`src/hdl/pcft_pkg.sv`:
```
`default_nettype none
package pcft_pkg;

	localparam int BYTE_W     = 8;
	localparam int POS_W      = 4;
	localparam int TICK_W     = 8;
	localparam int BIT_CNT_W  = 4;
	localparam int BYTE_CNT_W = 5;

	typedef enum logic [1:0] {
		MODE_TICK  = 2'd0,
		MODE_LOAD  = 2'd1,
		MODE_START = 2'd2
	} mode_t;

	typedef enum logic [1:0] {
		REG_LEAD      = 2'd0,
		REG_SYNC_LOW  = 2'd1,
		REG_SYNC_HIGH = 2'd2,
		REG_BIT_PHASE = 2'd3
	} reg_idx_t;

	localparam logic [TICK_W-1:0] LEAD_TICKS_RST      = 8'd4;
	localparam logic [TICK_W-1:0] SYNC_LOW_TICKS_RST  = 8'd20;
	localparam logic [TICK_W-1:0] SYNC_HIGH_TICKS_RST = 8'd15;
	localparam logic [TICK_W-1:0] BIT_PHASE_TICKS_RST = 8'd5;

	typedef struct packed {
		mode_t             mode;
		logic [POS_W-1:0]  byte_index;
		logic [BYTE_W-1:0] byte_value;
	} item_t;

	typedef struct packed {
		logic line_level;
		logic busy_res;
	} result_t;

	typedef struct packed {
		reg_idx_t          index;
		logic [BYTE_W-1:0] value;
	} cfg_wr_t;

	typedef struct packed {
		logic [TICK_W-1:0] lead_ticks;
		logic [TICK_W-1:0] sync_low_ticks;
		logic [TICK_W-1:0] sync_high_ticks;
		logic [TICK_W-1:0] bit_phase_ticks;
	} cfg_regs_t;

endpackage
`default_nettype wire

```
`src/hdl/pcft_stream_if.sv`:
```
`default_nettype none
interface pcft_stream_if #(
	parameter type payload_t = logic
);
	logic     valid;
	logic     ready;
	payload_t data;

	modport source(output valid, output data, input ready);
	modport sink(input valid, input data, output ready);
endinterface
`default_nettype wire

```
`src/hdl/pulse_coded_frame_transmitter.sv`:
```
`default_nettype none
// An item is held in the input register, then its result in the result register.
// One item per cycle unless the sink stalls; the sequencer state is updated in a single pass.
// Result register holds while the sink stalls; the input register backs up behind it.
// Reset clears the sequencer, loads the phase length registers with their defaults and
// drives the line idle high. Frame bytes are not cleared.
module pulse_coded_frame_transmitter #(
	parameter int FRAME_BYTES = 4
) (
	input  wire logic     clk,
	input  wire logic     arst_n,
	pcft_stream_if.sink   item,
	pcft_stream_if.source result,
	pcft_stream_if.sink   cfg
);
	import pcft_pkg::*;

	localparam int IDX_W = (FRAME_BYTES > 1) ? $clog2(FRAME_BYTES) : 1;

	item_t             item_s1;
	logic              valid_s1;
	logic              advance;
	result_t           res_s2;
	result_t           res_n;
	logic              res_valid_s2;
	cfg_regs_t         regs;
	logic              wr_en;
	logic [IDX_W-1:0]  rd_addr;
	logic [BYTE_W-1:0] rd_data;

	assign advance    = valid_s1 && (!res_valid_s2 || result.ready);
	assign item.ready = !valid_s1 || advance;

	always_ff @(posedge clk or negedge arst_n) begin
		if (!arst_n) begin
			valid_s1 <= 1'b0;
		end else if (item.ready) begin
			valid_s1 <= item.valid;
		end
	end

	always_ff @(posedge clk) begin
		if (item.valid && item.ready) begin
			item_s1 <= item.data;
		end
	end

	pcft_cfg_regs u_cfg_regs (
		.clk    (clk),
		.arst_n (arst_n),
		.cfg    (cfg),
		.regs   (regs)
	);

	assign wr_en = advance && (item_s1.mode == MODE_LOAD)
		&& ({1'b0, item_s1.byte_index} < (POS_W+1)'(FRAME_BYTES));

	pcft_frame_store #(
		.FRAME_BYTES (FRAME_BYTES),
		.IDX_W       (IDX_W)
	) u_frame_store (
		.clk     (clk),
		.wr_en   (wr_en),
		.wr_addr (item_s1.byte_index[IDX_W-1:0]),
		.wr_data (item_s1.byte_value),
		.rd_addr (rd_addr),
		.rd_data (rd_data)
	);

	pcft_engine #(
		.FRAME_BYTES (FRAME_BYTES),
		.IDX_W       (IDX_W)
	) u_engine (
		.clk     (clk),
		.arst_n  (arst_n),
		.step_en (advance),
		.item    (item_s1),
		.regs    (regs),
		.rd_addr (rd_addr),
		.rd_data (rd_data),
		.res     (res_n)
	);

	always_ff @(posedge clk or negedge arst_n) begin
		if (!arst_n) begin
			res_valid_s2 <= 1'b0;
		end else if (advance) begin
			res_valid_s2 <= 1'b1;
		end else if (result.ready) begin
			res_valid_s2 <= 1'b0;
		end
	end

	always_ff @(posedge clk) begin
		if (advance) begin
			res_s2 <= res_n;
		end
	end

	assign result.valid = res_valid_s2;
	assign result.data  = res_s2;
endmodule
`default_nettype wire

```
`src/hdl/pcft_cfg_regs.sv`:
```
`default_nettype none
module pcft_cfg_regs (
	input  wire logic         clk,
	input  wire logic         arst_n,
	pcft_stream_if.sink       cfg,
	output pcft_pkg::cfg_regs_t regs
);
	import pcft_pkg::*;

	cfg_regs_t regs_q;
	cfg_wr_t   wr;

	assign cfg.ready = 1'b1;
	assign wr        = cfg.data;
	assign regs      = regs_q;

	always_ff @(posedge clk or negedge arst_n) begin
		if (!arst_n) begin
			regs_q.lead_ticks      <= LEAD_TICKS_RST;
			regs_q.sync_low_ticks  <= SYNC_LOW_TICKS_RST;
			regs_q.sync_high_ticks <= SYNC_HIGH_TICKS_RST;
			regs_q.bit_phase_ticks <= BIT_PHASE_TICKS_RST;
		end else if (cfg.valid) begin
			unique case (wr.index)
				REG_LEAD:      regs_q.lead_ticks      <= wr.value;
				REG_SYNC_LOW:  regs_q.sync_low_ticks  <= wr.value;
				REG_SYNC_HIGH: regs_q.sync_high_ticks <= wr.value;
				REG_BIT_PHASE: regs_q.bit_phase_ticks <= wr.value;
				default: ;
			endcase
		end
	end
endmodule
`default_nettype wire

```
`src/hdl/pcft_frame_store.sv`:
```
`default_nettype none
module pcft_frame_store #(
	parameter int FRAME_BYTES = 4,
	parameter int IDX_W       = 2
) (
	input  wire logic                        clk,
	input  wire logic                        wr_en,
	input  wire logic [IDX_W-1:0]            wr_addr,
	input  wire logic [pcft_pkg::BYTE_W-1:0] wr_data,
	input  wire logic [IDX_W-1:0]            rd_addr,
	output      logic [pcft_pkg::BYTE_W-1:0] rd_data
);
	import pcft_pkg::*;

	logic [BYTE_W-1:0] store_q [FRAME_BYTES];

	always_ff @(posedge clk) begin
		if (wr_en) begin
			store_q[wr_addr] <= wr_data;
		end
	end

	assign rd_data = store_q[rd_addr];
endmodule
`default_nettype wire

```
`src/hdl/pcft_engine.sv`:
```
`default_nettype none
module pcft_engine #(
	parameter int FRAME_BYTES = 4,
	parameter int IDX_W       = 2
) (
	input  wire logic                        clk,
	input  wire logic                        arst_n,
	input  wire logic                        step_en,
	input  wire pcft_pkg::item_t             item,
	input  wire pcft_pkg::cfg_regs_t         regs,
	output      logic [IDX_W-1:0]            rd_addr,
	input  wire logic [pcft_pkg::BYTE_W-1:0] rd_data,
	output      pcft_pkg::result_t           res
);
	import pcft_pkg::*;

	typedef enum logic [2:0] {
		STEP_LEAD0     = 3'd0,
		STEP_LEAD1     = 3'd1,
		STEP_LEAD2     = 3'd2,
		STEP_SYNC_LOW  = 3'd3,
		STEP_SYNC_HIGH = 3'd4,
		STEP_DATA      = 3'd5
	} step_t;

	localparam logic [BYTE_CNT_W-1:0] LAST_POS = BYTE_CNT_W'(FRAME_BYTES);

	logic                  sending_q, sending_n;
	logic [TICK_W-1:0]     tick_q, tick_n;
	step_t                 step_q, step_n, step_nx;
	logic [1:0]            bphase_q, bphase_n;
	logic [BIT_CNT_W-1:0]  bit_cnt_q, bit_cnt_n;
	logic [BYTE_CNT_W-1:0] byte_cnt_q, byte_cnt_n;
	logic [BYTE_W-1:0]     shift_q, shift_n;
	logic                  pin_q, pin_n;
	logic [BYTE_CNT_W-1:0] fetch_pos;
	logic [TICK_W-1:0]     phase_len;
	logic [TICK_W:0]       elapsed;

	always_comb begin
		priority if (step_q <= STEP_LEAD2) begin
			phase_len = regs.lead_ticks;
		end else if (step_q == STEP_SYNC_LOW) begin
			phase_len = regs.sync_low_ticks;
		end else if (step_q == STEP_SYNC_HIGH) begin
			phase_len = regs.sync_high_ticks;
		end else begin
			phase_len = regs.bit_phase_ticks;
		end
	end

	assign elapsed = {1'b0, tick_q} + (TICK_W+1)'(1);
	assign step_nx = (step_q < STEP_DATA) ? step_t'(step_q + 3'd1) : step_q;
	assign rd_addr = fetch_pos[IDX_W-1:0];

	always_comb begin
		sending_n  = sending_q;
		tick_n     = tick_q;
		step_n     = step_q;
		bphase_n   = bphase_q;
		bit_cnt_n  = bit_cnt_q;
		byte_cnt_n = byte_cnt_q;
		shift_n    = shift_q;
		pin_n      = pin_q;
		fetch_pos  = '0;
		unique case (item.mode)
			MODE_TICK: begin
				if (sending_q) begin
					if (elapsed >= {1'b0, phase_len}) begin
						tick_n = '0;
						step_n = step_nx;
						unique case (step_nx)
							STEP_DATA: begin
								bphase_n = bphase_q + 2'd1;
								if (bphase_n == 2'd1) begin
									pin_n = 1'b0;
								end else if (bphase_n == 2'd2) begin
									if (byte_cnt_q < LAST_POS) begin
										pin_n   = ~shift_q[0];
										shift_n = shift_q >> 1;
									end else begin
										sending_n = 1'b0;
									end
								end else begin
									bphase_n  = 2'd0;
									pin_n     = 1'b1;
									bit_cnt_n = bit_cnt_q + BIT_CNT_W'(1);
								end
								if (bit_cnt_n > BIT_CNT_W'(7)) begin
									bit_cnt_n  = '0;
									byte_cnt_n = byte_cnt_q + BYTE_CNT_W'(1);
									fetch_pos  = byte_cnt_n;
									if (byte_cnt_n < LAST_POS) begin
										shift_n = rd_data;
									end
								end
							end
							STEP_SYNC_HIGH: begin
								pin_n      = 1'b1;
								bit_cnt_n  = '0;
								byte_cnt_n = '0;
								bphase_n   = 2'd0;
								shift_n    = rd_data;
							end
							STEP_SYNC_LOW: pin_n = 1'b0;
							STEP_LEAD2:    pin_n = 1'b1;
							default:       pin_n = 1'b0;
						endcase
					end else begin
						tick_n = elapsed[TICK_W-1:0];
					end
					if (!sending_n) begin
						bphase_n = 2'd0;
						step_n   = STEP_LEAD0;
						pin_n    = 1'b1;
					end
				end
			end
			MODE_START: begin
				if (!sending_q) begin
					sending_n = 1'b1;
					tick_n    = '0;
					step_n    = STEP_LEAD0;
					bphase_n  = 2'd0;
					pin_n     = 1'b1;
				end
			end
			default: ;
		endcase
	end

	always_ff @(posedge clk or negedge arst_n) begin
		if (!arst_n) begin
			sending_q  <= 1'b0;
			tick_q     <= '0;
			step_q     <= STEP_LEAD0;
			bphase_q   <= 2'd0;
			bit_cnt_q  <= '0;
			byte_cnt_q <= '0;
			shift_q    <= '0;
			pin_q      <= 1'b1;
		end else if (step_en) begin
			sending_q  <= sending_n;
			tick_q     <= tick_n;
			step_q     <= step_n;
			bphase_q   <= bphase_n;
			bit_cnt_q  <= bit_cnt_n;
			byte_cnt_q <= byte_cnt_n;
			shift_q    <= shift_n;
			pin_q      <= pin_n;
		end
	end

	assign res.line_level = pin_n;
	assign res.busy_res   = sending_n;
endmodule
`default_nettype wire

```
`src/flat_wrapper.sv`:
```
// flat-port wrapper written by rule: the top's interface ports become plain ports
module pulse_coded_frame_transmitter_flat import pcft_pkg::*;
#(
	parameter int FRAME_BYTES = 4
)
  (clk, arst_n, item_valid, item_data, item_ready, result_valid, result_data, result_ready, cfg_valid, cfg_data, cfg_ready);
  pcft_stream_if #(.payload_t(item_t)) item_i ();
  pcft_stream_if #(.payload_t(result_t)) result_i ();
  pcft_stream_if #(.payload_t(cfg_wr_t)) cfg_i ();
  input  wire logic clk;
  input  wire logic arst_n;
  input wire logic [$bits(item_i.valid)-1:0] item_valid;
  input wire logic [$bits(item_i.data)-1:0] item_data;
  output wire logic [$bits(item_i.ready)-1:0] item_ready;
  output wire logic [$bits(result_i.valid)-1:0] result_valid;
  output wire logic [$bits(result_i.data)-1:0] result_data;
  input wire logic [$bits(result_i.ready)-1:0] result_ready;
  input wire logic [$bits(cfg_i.valid)-1:0] cfg_valid;
  input wire logic [$bits(cfg_i.data)-1:0] cfg_data;
  output wire logic [$bits(cfg_i.ready)-1:0] cfg_ready;
  assign item_i.valid = item_valid;
  assign item_i.data = item_data;
  assign item_ready = item_i.ready;
  assign result_valid = result_i.valid;
  assign result_data = result_i.data;
  assign result_i.ready = result_ready;
  assign cfg_i.valid = cfg_valid;
  assign cfg_i.data = cfg_data;
  assign cfg_ready = cfg_i.ready;
  pulse_coded_frame_transmitter #(.FRAME_BYTES(FRAME_BYTES)) u_core (.clk(clk), .arst_n(arst_n), .item(item_i), .result(result_i), .cfg(cfg_i));
endmodule
```
`config.mk`:
```
export PLATFORM = sky130hd
export DESIGN_NAME = pulse_coded_frame_transmitter_flat
export DESIGN_NICKNAME = d
export VERILOG_FILES = /design/src/hdl/pcft_pkg.sv /design/src/hdl/pcft_stream_if.sv /design/src/hdl/pulse_coded_frame_transmitter.sv /design/src/hdl/pcft_cfg_regs.sv /design/src/hdl/pcft_frame_store.sv /design/src/hdl/pcft_engine.sv /design/src/flat_wrapper.sv
export SDC_FILE = /design/constraint.sdc
export NUM_CORES = 1
export LEC_CHECK = 0
export ABC_AREA = 1
export ABC_CLOCK_PERIOD_IN_PS = 3100
export BUFFER_PORTS_ARGS = -buffer_cell sky130_fd_sc_hd__buf_4
export CORE_MARGIN = 3
export CORE_UTILIZATION = 50
export DETAILED_ROUTE_END_ITERATION = 16
export HOLD_SLACK_MARGIN = 0.02
export PLACE_DENSITY = 0.7
export SYNTH_ARGS = -nofsm -noshare
export SYNTH_HDL_FRONTEND = slang
export SYNTH_SLANG_ARGS = --single-unit
export TNS_END_PERCENT = 5
```
`constraint.sdc`:
```
create_clock -name clk -period 3.1 [get_ports clk]
set_clock_uncertainty 0.05 [all_clocks]
set_input_delay 0.465 -clock clk [delete_from_list [all_inputs] [get_ports clk]]
set_output_delay 0.465 -clock clk [all_outputs]
set_load 0.02 [all_outputs]
```
==> flow_metrics.env <==
export IMPL_status="finished with violations"
export IMPL_violations="setup timing"
export IMPL_ys_seq_area_share_pct=54.6
export IMPL_pwr_share_comb_pct=39.6
export IMPL_cts_root_buffer="clkbuf_16"
export IMPL_final_hold_viol_count=0
export IMPL_die_area_mm2=0.0127
export IMPL_rsz0062_at_grt="true"
export IMPL_synthCells=652
export IMPL_fin_area_mm2=0.00753
export IMPL_gp_congestion=0.812
export IMPL_hpwl_mm=8.42
export IMPL_final_common_cell="nand2_1"
export IMPL_synth_ff_type="dfrtp_1"
export IMPL_final_setup_viol_count=8
export IMPL_power_switching_share_pct=35.8
export IMPL_antenna_left=0
export IMPL_layout_common_cells="140 x nand2_1, 91 x inv_1, 56 x buf_4"
export IMPL_routed_wl_mm=14.4
export IMPL_grtUsageTotal_pct=20.9
export IMPL_drt_iter0_drc=381
export IMPL_cp_max_fo=8
export IMPL_stdcell_count=878
export IMPL_crit_path_end_kind="flip-flop"
export IMPL_cts_sinks=114
export IMPL_max_freq_ghz=0.316
export IMPL_antenna_cells=0
export IMPL_synth_simple_area_share_pct=21.7
export IMPL_rows=38
export IMPL_cp_arrival_ns=3.42
export IMPL_fin_crit_sh_pct=102
export IMPL_antenna_found_initial=0
export IMPL_synth_edff_count=48
export IMPL_required_ns=3.36
export IMPL_ir_worst_vdd_mv=0.525
export IMPL_clock_path_buffers=2
export IMPL_area_growth_pct=32.3
export IMPL_hold_class="primary input to asynchronous set/reset pin"
export IMPL_synth_compound_area_share_pct=11.1
export IMPL_layout_drive_gt1_share_pct=27.0
export IMPL_holdWs_ns=0.119
export IMPL_ys_warn_count=0
export IMPL_grt_pass1_wl_mm=20.9
export IMPL_routedWlPerCell_um=16.4
export IMPL_p_total_mw=6.27
export IMPL_grt_pass1_vias=4414
export IMPL_core_mm2=0.0110
export IMPL_placed_cells=834
export IMPL_final_nets=769
export IMPL_ys_seq_elements=114
export IMPL_die_h_um=113
export IMPL_cts_buffers=17
export IMPL_syn_area_per_cell_um2=8.73
export IMPL_p_leak_nw=3.36
export IMPL_viasPerCell=5.51
export IMPL_pin_count=34
export IMPL_start_util_pct=51.8
export IMPL_clk_latency_ns=0.42
export IMPL_startpoint_type="flip-flop"
export IMPL_synth_fa_ha_area_share_pct=3.30
export IMPL_p_int_mw=4.03
export IMPL_route_detailed_drc=0
export IMPL_dieWidth_um=113
export IMPL_slew_headroom_pct=26.5
export IMPL_h_tree_depth=4
export IMPL_clkPwrFrac_pct=29.7
export IMPL_path_clk_slew_ns=0.05
export IMPL_setup_tns_ns=-0.322
export IMPL_p_sw_mw=2.24
export IMPL_first_pass_iters=5
export IMPL_worst_slack_ns=-0.0650
export IMPL_worst_pin_slew_ns=1.10
export IMPL_num_vias=4834
export IMPL_grt_start_max_net_pins=67
export IMPL_syn_area_mm2=0.00569
export IMPL_post_dp_cell_area_mm2=0.00625
export IMPL_power_density_mw_per_mm2=833
export IMPL_cts_tree="yes"
export IMPL_ys_async_sr_fraction_pct=57.9
export IMPL_gr_total_overflow=0
export IMPL_drv_cap=0
export IMPL_seqPwrFrac_pct=30.7
export IMPL_drv_slew=0
export IMPL_synth_top_family_by_area="simple AND/OR/NAND/NOR gates"
export IMPL_fillers=766
export IMPL_synth_xor_area_share_pct=1.23
export IMPL_port_buffers=32
export IMPL_ys_types=39
export IMPL_period_minus_slack_ns=3.16
export IMPL_synth_nets=696
export IMPL_muxShareOfSynthArea_pct=0
export IMPL_critPathKind="flip-flop to flip-flop"
[worst paths after layout]
kind	endpoint	cells after the start	startpoint	slack, ns
hold reg to reg	u_core.u_cfg_regs.regs[7]	2	u_core.u_cfg_regs.regs[7]	0.44
max in group asynchronous	u_core.u_engine.step_q[1]	1	arst_n	2.29
setup reg to reg	u_core.u_engine.shift_q[3]	20	u_core.u_engine.step_q[1]	-0.06
hold / removal	u_core.u_engine.tick_q[1]	1	arst_n	0.12
setup / recovery	u_core.u_engine.shift_q[3]	20	u_core.u_engine.step_q[1]	-0.06
min in group clk	u_core.item_s1[8]	1	item_data[8]	0.17
[power groups by stage]
stage | clock, mW | sequential (mW) | combinational, mW
after floorplan | 0 | 1.90 | 1.08
after global routing | 1.96 | 1.94 | 2.70
after detailed placement | 0 | 1.92 | 1.62
final | 1.86 | 1.92 | 2.48
after global placement | 0 | 1.91 | 1.57
after CTS | 1.89 | 1.90 | 1.80
[flip-flops by register name, summed over array words and instances, names as in the netlist, 3 cells and up]
| register | flops |
|---|---|
| u_core.u_engine.step_q | 3 |
| u_core.u_engine.byte_cnt_q | 5 |
| u_core.u_engine.tick_q | 8 |
| u_core.u_engine.shift_q | 8 |
| u_core.u_engine.bit_cnt_q | 4 |
| u_core.item_s1 | 14 |
| u_core.u_frame_store.store_q | 32 |
| u_core.u_cfg_regs.regs | 32 |
[final cells by class]
class / count / area (um2) / area share [%]
clock inverter: 14 / 143 / 1.89
multi-input combinational: 423 / 2640 / 35.1
tap: 140 / 175 / 2.33
sequential: 114 / 3110 / 41.3
timing repair buffer: 71 / 664 / 8.82
inverter: 98 / 368 / 4.89
clock buffer: 18 / 429 / 5.70
[cell usage after synthesis, types with 2 or more instances]
cell      count  area [um2]
o32ai_1       2        17.5
o22ai_1       2        12.5
nand2_1     155         582
a211oi_1      7        52.6
inv_2         3        11.3
nand3_1      65         325
clkbuf_1      8        30.0
o21ai_2       2        17.5
buf_2         6        30.0
nor2_1       53         199
o21ai_0      55         275
o311ai_0      7        61.3
inv_1        95         357
buf_4         2        15.0
dfrtp_1      56        1400
ha_1         15         188
nand4_1       5        31.3
nor3_1        6        30.0
o211ai_1      2        15.0
a21oi_1      22         110
a32o_1        2        20.0
xor2_1        6        52.6
edfxtp_1     48        1440
dfstp_2      10         263
xnor2_1       2        17.5
o31ai_1       3        22.5
[routing by layer]
| layer | global-route usage, % | wire length [um] |
|---|---|---|
| met1 | 28.7 | 6220 |
| met2 | 32.6 | 7020 |
| met3 | 5.50 | 780 |
| met4 | 6.97 | 360 |
| met5 | 0 | 0 |
[kinds of logic after synthesis]
family                     count (synthesis)
and+or+nand+nor                          290
buffers and inverters                    116
DFF                                      114
AOI/OAI and AO/OA                        108
adders and majority gates                 15
xor gates and xnor gates                   8
other                                      1
[worst max-delay path: stages, from the launching register on]
cell and delay (ns):
dfrtp_2 0.47, inv_2 0.12, ha_4 0.18, buf_6 0.13
a21oi_4 0.05, o311ai_2 0.27, o21ai_1 0.15, ha_1 0.32
nand2_1 0.07, inv_1 0.07, nand3_2 0.09, nor2_2 0.13
nor2_2 0.06, nand3_4 0.10, buf_12 0.17, clkbuf_16 0.16
nand3_2 0.08, nand3_2 0.12, nand3_1 0.08, nand2_1 0.10
nand2_1 0.05
[stage by stage]
stage / util [%] / setup WS [ns]
floorplan: - / 0.0311
global placement: 56.9 / -0.0697
detailed placement: 56.9 / -0.218
CTS: 63.0 / 0.00636
global route: 68.6 / -0.207
finish: 68.6 / -0.0650
[repair_timing]
item / CTS / global route
endpoints found under the setup margin: 34 / 32
hold buffers: 0 / 0
buffers inserted: 3 / 5
cloned: 1 / 4
pin swaps: 2 / 58
gates resized for setup: 22 / 107
Note: power is estimated with default switching activity, not from simulation.
